<file path="src/rtl/core/can_receive_mailbox_table_macros.svh">
// ----------------------------------------------------------------------------
// Assertion macros for the CAN receive mailbox table
// Each check is compiled out when NO_ASSERTIONS is defined.
// ----------------------------------------------------------------------------
`ifndef CAN_RECEIVE_MAILBOX_TABLE_MACROS_SVH
`define CAN_RECEIVE_MAILBOX_TABLE_MACROS_SVH

`ifndef NO_ASSERTIONS

// Same-cycle implication, disabled during reset
`define CRMT_ASSERT_SAME(label, clk, rst, lhs, rhs) \
   label: assert property (@(posedge clk) disable iff (rst) (lhs) |-> (rhs)) \
      else $error("assertion failed in mailbox table");

// Next-cycle implication, disabled during reset
`define CRMT_ASSERT_NEXT(label, clk, rst, lhs, rhs) \
   label: assert property (@(posedge clk) disable iff (rst) (lhs) |=> (rhs)) \
      else $error("assertion failed in mailbox table");

`else

`define CRMT_ASSERT_SAME(label, clk, rst, lhs, rhs)
`define CRMT_ASSERT_NEXT(label, clk, rst, lhs, rhs)

`endif

`endif

</file>
<file path="src/rtl/core/crmt_pkg.sv">
// ----------------------------------------------------------------------------
// crmt_pkg
// Types, constants and helpers shared by the mailbox table and its cells.
// ----------------------------------------------------------------------------
package crmt_pkg;

   localparam int MAILBOXES_DEF = 16;
   localparam int STD_SLOTS_DEF = 8;

   localparam int FUNC_W  = 3;
   localparam int IDENT_W = 29;
   localparam int SLOT_W  = 4;
   localparam int LEN_W   = 4;
   localparam int DATA_W  = 64;
   localparam int BYTES   = DATA_W / 8;

   localparam logic [LEN_W-1:0] LEN_MAX = LEN_W'(BYTES);

   typedef enum logic [FUNC_W-1:0] {
      OP_ALLOC   = 3'd0,
      OP_SETWAIT = 3'd1,
      OP_INSERT  = 3'd2,
      OP_GETMSG  = 3'd3,
      OP_GETREQ  = 3'd4
   } op_type;

   // Operation broadcast to every cell for the whole search
   typedef struct packed {
      op_type               func;
      logic [IDENT_W-1:0]   ident;
      logic                 extended;
      logic [SLOT_W-1:0]    hint;
      logic                 hint_pass;
      logic [LEN_W-1:0]     length;
      logic [DATA_W-1:0]    data;
   } query_type;

   // Wavefront handed from cell to cell
   typedef struct packed {
      logic                 active;
      logic                 done;
      logic [SLOT_W-1:0]    slot;
      logic [IDENT_W-1:0]   ident;
      logic [LEN_W-1:0]     length;
      logic [DATA_W-1:0]    data;
   } carry_type;

   typedef enum logic [1:0] {
      S_IDLE,
      S_LAUNCH,
      S_WAIT,
      S_RESP
   } state_type;

   // Zero the payload bytes at and beyond the length
   function automatic logic [DATA_W-1:0] keep_bytes(input logic [DATA_W-1:0] data,
                                                   input logic [LEN_W-1:0]  len);
      logic [DATA_W-1:0] res;
      res = data;
      for (int b = 0; b < BYTES; b++) begin
         if (LEN_W'(b) >= len) begin
            res[b*8 +: 8] = 8'h00;
         end
      end
      return res;
   endfunction

endpackage

</file>
<file path="src/rtl/core/crmt_cell.sv">
// ----------------------------------------------------------------------------
// crmt_cell
// One mailbox of the table: holds its identifier, new-data flag, length and
// payload, and acts on the search wavefront as it passes through.
// ----------------------------------------------------------------------------
module crmt_cell
   import crmt_pkg::*;
#(
   parameter int INDEX     = 0,
   parameter int STD_LIMIT = STD_SLOTS_DEF
) (
   input  logic      clock,
   input  logic      reset,
   input  query_type query,
   input  carry_type carry_in,
   output carry_type carry_out
);

   localparam bit IS_WAIT = (INDEX == 0);
   localparam bit IN_EXT  = (INDEX >= STD_LIMIT);

   logic [IDENT_W-1:0] ident_ff, ident_in;
   logic               fresh_ff, fresh_in;
   logic [LEN_W-1:0]   length_ff;
   logic [DATA_W-1:0]  data_ff;
   carry_type          carry_ff, carry_in_next;

   logic in_region;
   logic id_match;
   logic hint_match;
   logic hit;
   logic take;
   logic is_read;

   // Decide whether this mailbox answers the operation
   always_comb begin
      in_region  = query.extended ? IN_EXT : !IN_EXT;
      id_match   = (ident_ff == query.ident);
      hint_match = (int'(query.hint) == INDEX);
      hit        = 1'b0;
      is_read    = 1'b0;
      unique case (query.func)
         OP_ALLOC:   hit = in_region && (query.extended || !IS_WAIT) && (ident_ff == '0);
         OP_SETWAIT: hit = IS_WAIT;
         OP_INSERT:  hit = id_match && (!query.hint_pass || hint_match);
         OP_GETMSG: begin
            hit     = in_region && fresh_ff && id_match;
            is_read = 1'b1;
         end
         OP_GETREQ: begin
            hit     = IS_WAIT && fresh_ff;
            is_read = 1'b1;
         end
         default:    hit = 1'b0;
      endcase
      take = carry_in.active && !carry_in.done && hit;
   end

   // Next state of the mailbox
   always_comb begin
      ident_in = ident_ff;
      fresh_in = fresh_ff;
      if (take) begin
         case (query.func) inside
            OP_ALLOC, OP_SETWAIT: ident_in = query.ident;
            OP_INSERT:            fresh_in = 1'b1;
            OP_GETMSG:            fresh_in = 1'b0;
            OP_GETREQ: begin
               fresh_in = 1'b0;
               ident_in = '0;
            end
            default: ;
         endcase
      end
   end

   // Mark the wavefront and attach read data when this cell answers
   always_comb begin
      carry_in_next = carry_in;
      if (take) begin
         carry_in_next.done = 1'b1;
         carry_in_next.slot = SLOT_W'(INDEX);
         if (is_read) begin
            carry_in_next.ident  = ident_ff;
            carry_in_next.length = length_ff;
            carry_in_next.data   = data_ff;
         end
      end
   end

   // Hold identifier, flag and wavefront stage
   always_ff @(posedge clock) begin
      if (reset) begin
         ident_ff <= '0;
         fresh_ff <= 1'b0;
         carry_ff <= '0;
      end else begin
         ident_ff <= ident_in;
         fresh_ff <= fresh_in;
         carry_ff <= carry_in_next;
      end
   end

   // Store a received frame
   always_ff @(posedge clock) begin
      if (take && (query.func == OP_INSERT)) begin
         length_ff <= query.length;
         data_ff   <= query.data;
      end
   end

   assign carry_out = carry_ff;

endmodule

</file>
<file path="config.mk">
export PLATFORM = sky130hd
export DESIGN_NAME = crmt_cell
export DESIGN_NICKNAME = d
export VERILOG_FILES = /design/src/rtl/core/can_receive_mailbox_table_macros.svh /design/src/rtl/core/crmt_pkg.sv /design/src/rtl/core/crmt_cell.sv
export SDC_FILE = /design/constraint.sdc
export NUM_CORES = 1
export LEC_CHECK = 0
export BUFFER_PORTS_ARGS = -buffer_cell sky130_fd_sc_hd__buf_2
export CORE_MARGIN = 3
export CORE_UTILIZATION = 41
export CTS_CLUSTER_DIAMETER = 40
export DETAILED_ROUTE_END_ITERATION = 16
export PLACE_DENSITY = 0.75
export SLEW_MARGIN = 5
export SYNTH_ARGS = -nofsm -noshare
export SYNTH_HDL_FRONTEND = slang
export SYNTH_SLANG_ARGS = --single-unit
</file>
<file path="constraint.sdc">
create_clock -name clock -period 6.1 [get_ports clock]
set_input_delay 1.83 -clock clock [delete_from_list [all_inputs] [get_ports clock]]
set_output_delay 1.83 -clock clock [all_outputs]
set_load 0.02 [all_outputs]
</file>
==> reports/results.txt <==
In the final timing run, aggregate negative setup slack is 0 ns. Yosys mapped the design onto 31 distinct sky130hd cell types. The number of gates resized after CTS was 0. The via count of the first global-routing pass was 5260.

The worst hold path belongs to the class reg2reg. The critical path goes through buf_2 > or4_1 > a311oi_1 > nand4_2 > nor2_4 > buf_4. The run gives 4929 as the overall via count from detail_route. Number of non-filler instances in the completed layout: 978. The library cell used most frequently in the layout, excluding fill and tap cells, is sky130_fd_sc_hd__buf_2.

At the pin with the least slew margin, the transition time is 1.155 ns. The run gives 3.141 mW as the power consumption. For this run, the slowest stage of the critical path takes 0.67 ns. The floorplan die width works out to 131.9 µm. The run gives 1219 as the number of filler instances in the final layout. The longest clock path from root to sink contains 3 buffers. Cells with a size suffix above 1 make up 48.30% of the layout.

The core area came out at 15370 µm². The top cell types in the final layout, fill and taps aside, are 313 x sky130_fd_sc_hd__buf_2, 133 x sky130_fd_sc_hd__dfxtp_1, 126 x sky130_fd_sc_hd__a22o_1, 68 x sky130_fd_sc_hd__edfxtp_1, 29 x sky130_fd_sc_hd__clkbuf_16. The worst slew margin relative to its limit was 22.99%; the detailed-route vias per instance was 5.040. The first detailed-routing pass took 4 iterations.

Global routing consumed, on the met2 layer, 35.40% of the routing resources. Sorting the synthesized cells by area gives the leading types as sky130_fd_sc_hd__dfxtp_1 41%, sky130_fd_sc_hd__edfxtp_1 31%, sky130_fd_sc_hd__a22o_1 17%. The largest area contributor in the netlist was sky130_fd_sc_hd__dfxtp_1. Across every metal layer, demand over resource in global routing totals 19.51%.

The run gives 0 as the number of endpoints with negative hold slack in the final report. The worst-path maximum fanout was 68; the final critical delay including setup and external delays was 4.143 ns. The run finished with clean final reports. The number of input and output port buffers inserted works out to 313. The layer with the highest usage was met2. Endpoint class of the critical path: a flip-flop. Sequential cells were found to cover 72.42% of the synthesized design area.

TritonCTS built the clock tree. For this design, the slowest cell found on the critical path is sky130_fd_sc_hd__buf_4. The logs give 2 for the initial antenna violation count and 0 for the count of max-cap constraint violations. The data required time at the worst endpoint is 6.22 ns, and the number of levels the H-tree was split into is 1. Summing all placed instances gives a cell area of 8228 µm².

The final number of max-transition violations came out at 0. At the worst endpoint, the arrival time is 4.26 ns. After clock tree synthesis, the setup repair step added 0 buffers. For the starting density of the core, the log shows 42.26%. Once detail routing completed, the nets flagged for antenna violations numbered 0.

The clock sink count was 201; the cts-stage hold buffer count was 0. Setup repair after global routing left no endpoint under its margin. STA classifies the critical path startpoint as a primary input. 314 I/O pins were placed.

The share of the synthesized area in the top cell type was 40.99%. The global routing met3 resource utilization is 6.641%. Detailed placement finished with a half-perimeter wire length of 13150 µm.

At the later pin of the worst-skew pair, clock insertion delay measures 0.52 ns. Across all setup checks in the final design, the least slack found is 1.957 ns. The row count was 45; the CTS clock-pin slew for the worst setup and hold paths was 0.06 ns. Remaining global-route overflow: 0.

The number of synthesized register bits was 201. The tools report the DRC violation count after routing as 0. Routability-driven placement finished with a final weighted congestion of 0.8638.

Across the VDD grid, the largest voltage drop is 0.0002259 V. Cell chosen for the clock root: sky130_fd_sc_hd__clkbuf_16. In this run, the number of DRC markers left after iteration 0 of detailed routing was 213.

The logs give 424 for the number of cells produced by synthesis and 925 for the count of placed standard cells including taps. In the final routed layout, each cell accounts on average for 18.41 µm. The fraction of met1 tracks used by global routing is 21.13%, and the mean instance size in the synthesized netlist is 15.32 µm². The highest achievable clock rate is 241.4 MHz, and the post-synthesis cell area is 6496 µm².

Counting the buffers created by CTS gives 28. For this design the ratio of total power to cell area is 345.0 nW/µm². The tools report the total detailed-routing wirelength as 18010 µm. By startpoint and endpoint, the worst setup path is classified as in2reg. Compared with the post-synthesis result, the final layout area differs by 40.18%. The synthesis warning total was 0; the reported leakage power was 4.088 nW.

The first global-routing pass estimated 27370 µm of wire. The count of final setup violators is 0. At the end of the flow, the number of nets in the layout was 955. The die is 131.9 µm tall.

For the die footprint, the log shows 17390 µm². On the final layout, the worst clock skew is 0.01762 ns. After layout, the worst path uses 67.92% of the clock period.

The logs give 1.515 ns for the worst setup slack before clock tree synthesis and 98 for the pin count of the biggest net entering global routing. The finished cells cover 9106 µm². The total nets after synthesis was 635.
flip-flops by register name, indices dropped and copies added, names as in the netlist:
register	cells
carry_out	103
data_ff	64
ident_ff	29
length_ff	4
fresh_ff	1
synthesized netlist by cell type (all sizes together):
master and n:
xor2 10, or3b 1, nor2b 1, nor3b 1, nand2b 2, nand2 1, a21oi 4, and3 4
clkbuf 13, dfxtp 133, nand3b 2, nor4 3, or4 1, xnor2 19, a311oi 1, mux2i 1
buf 15, a22o 126, edfxtp 68, o21a 1, nand3 1, nand4 5, o31ai 1, and3b 1
or4bb 1, nor2 5, nor3 2, a2111o 1
report_power, final:
part           total, mW  switching, mW  internal [mW]
Sequential          1.44         0.0125           1.42
Combinational      0.236          0.126          0.111
Clock               1.47          0.574          0.895
layout make-up:
type | count | area (µm²) | area share [%]
clock inverters | 19 | 115.1 | 1.264
multi-input cells | 195 | 1655 | 18.18
repair buffers | 318 | 1604 | 17.61
flip-flops and latches | 201 | 4705 | 51.66
diodes | 1 | 2.502 | 0.02748
well taps | 211 | 264.0 | 2.899
clock buffers | 33 | 760.7 | 8.354
worst paths after layout:
check | start | to | slack [ns] | depth (start not counted)
setup reg to reg | ident_ff[0] | data_ff[3] | 3.28 | 6
hold / removal | data_ff[42] | carry_out[42] | 0.45 | 1
setup / recovery | query[70] | data_ff[3] | 1.96 | 6
hold reg to reg | data_ff[42] | carry_out[42] | 0.45 | 1
metal layers:
layer	vias up	wire, µm
met1	2336	6500
met5	-	7
met3	43	1803
met2	268	9200
li1	2280	-
met4	2	495
logic make-up after synthesis:
group	after synthesis	synth area share (%)
flops	201	72.42
xor+xnor	29	3.910
mux	1	0.1541
simple gates	31	3.024
compound gates	134	18.05
buf+inv	28	2.446
stage by stage:
stage / util [%] / hold WS (ns)
floorplan: - / 0.4355
global placement: 53.53 / 0.4395
detailed placement: 53.53 / 0.4399
CTS: 59.23 / 0.4499
global route: 59.24 / 0.4674
finish: 59.24 / 0.4500
critical path: cells and delay by family:
| kind | cells | cell delay (ns) |
|---|---|---|
| buffers and inverters | 2 | 0.78 |
| AO/OA/AOI/OAI | 1 | 0.49 |
| AND/OR/NAND/NOR | 3 | 1.08 |
Note: power is estimated with default switching activity, not from simulation.
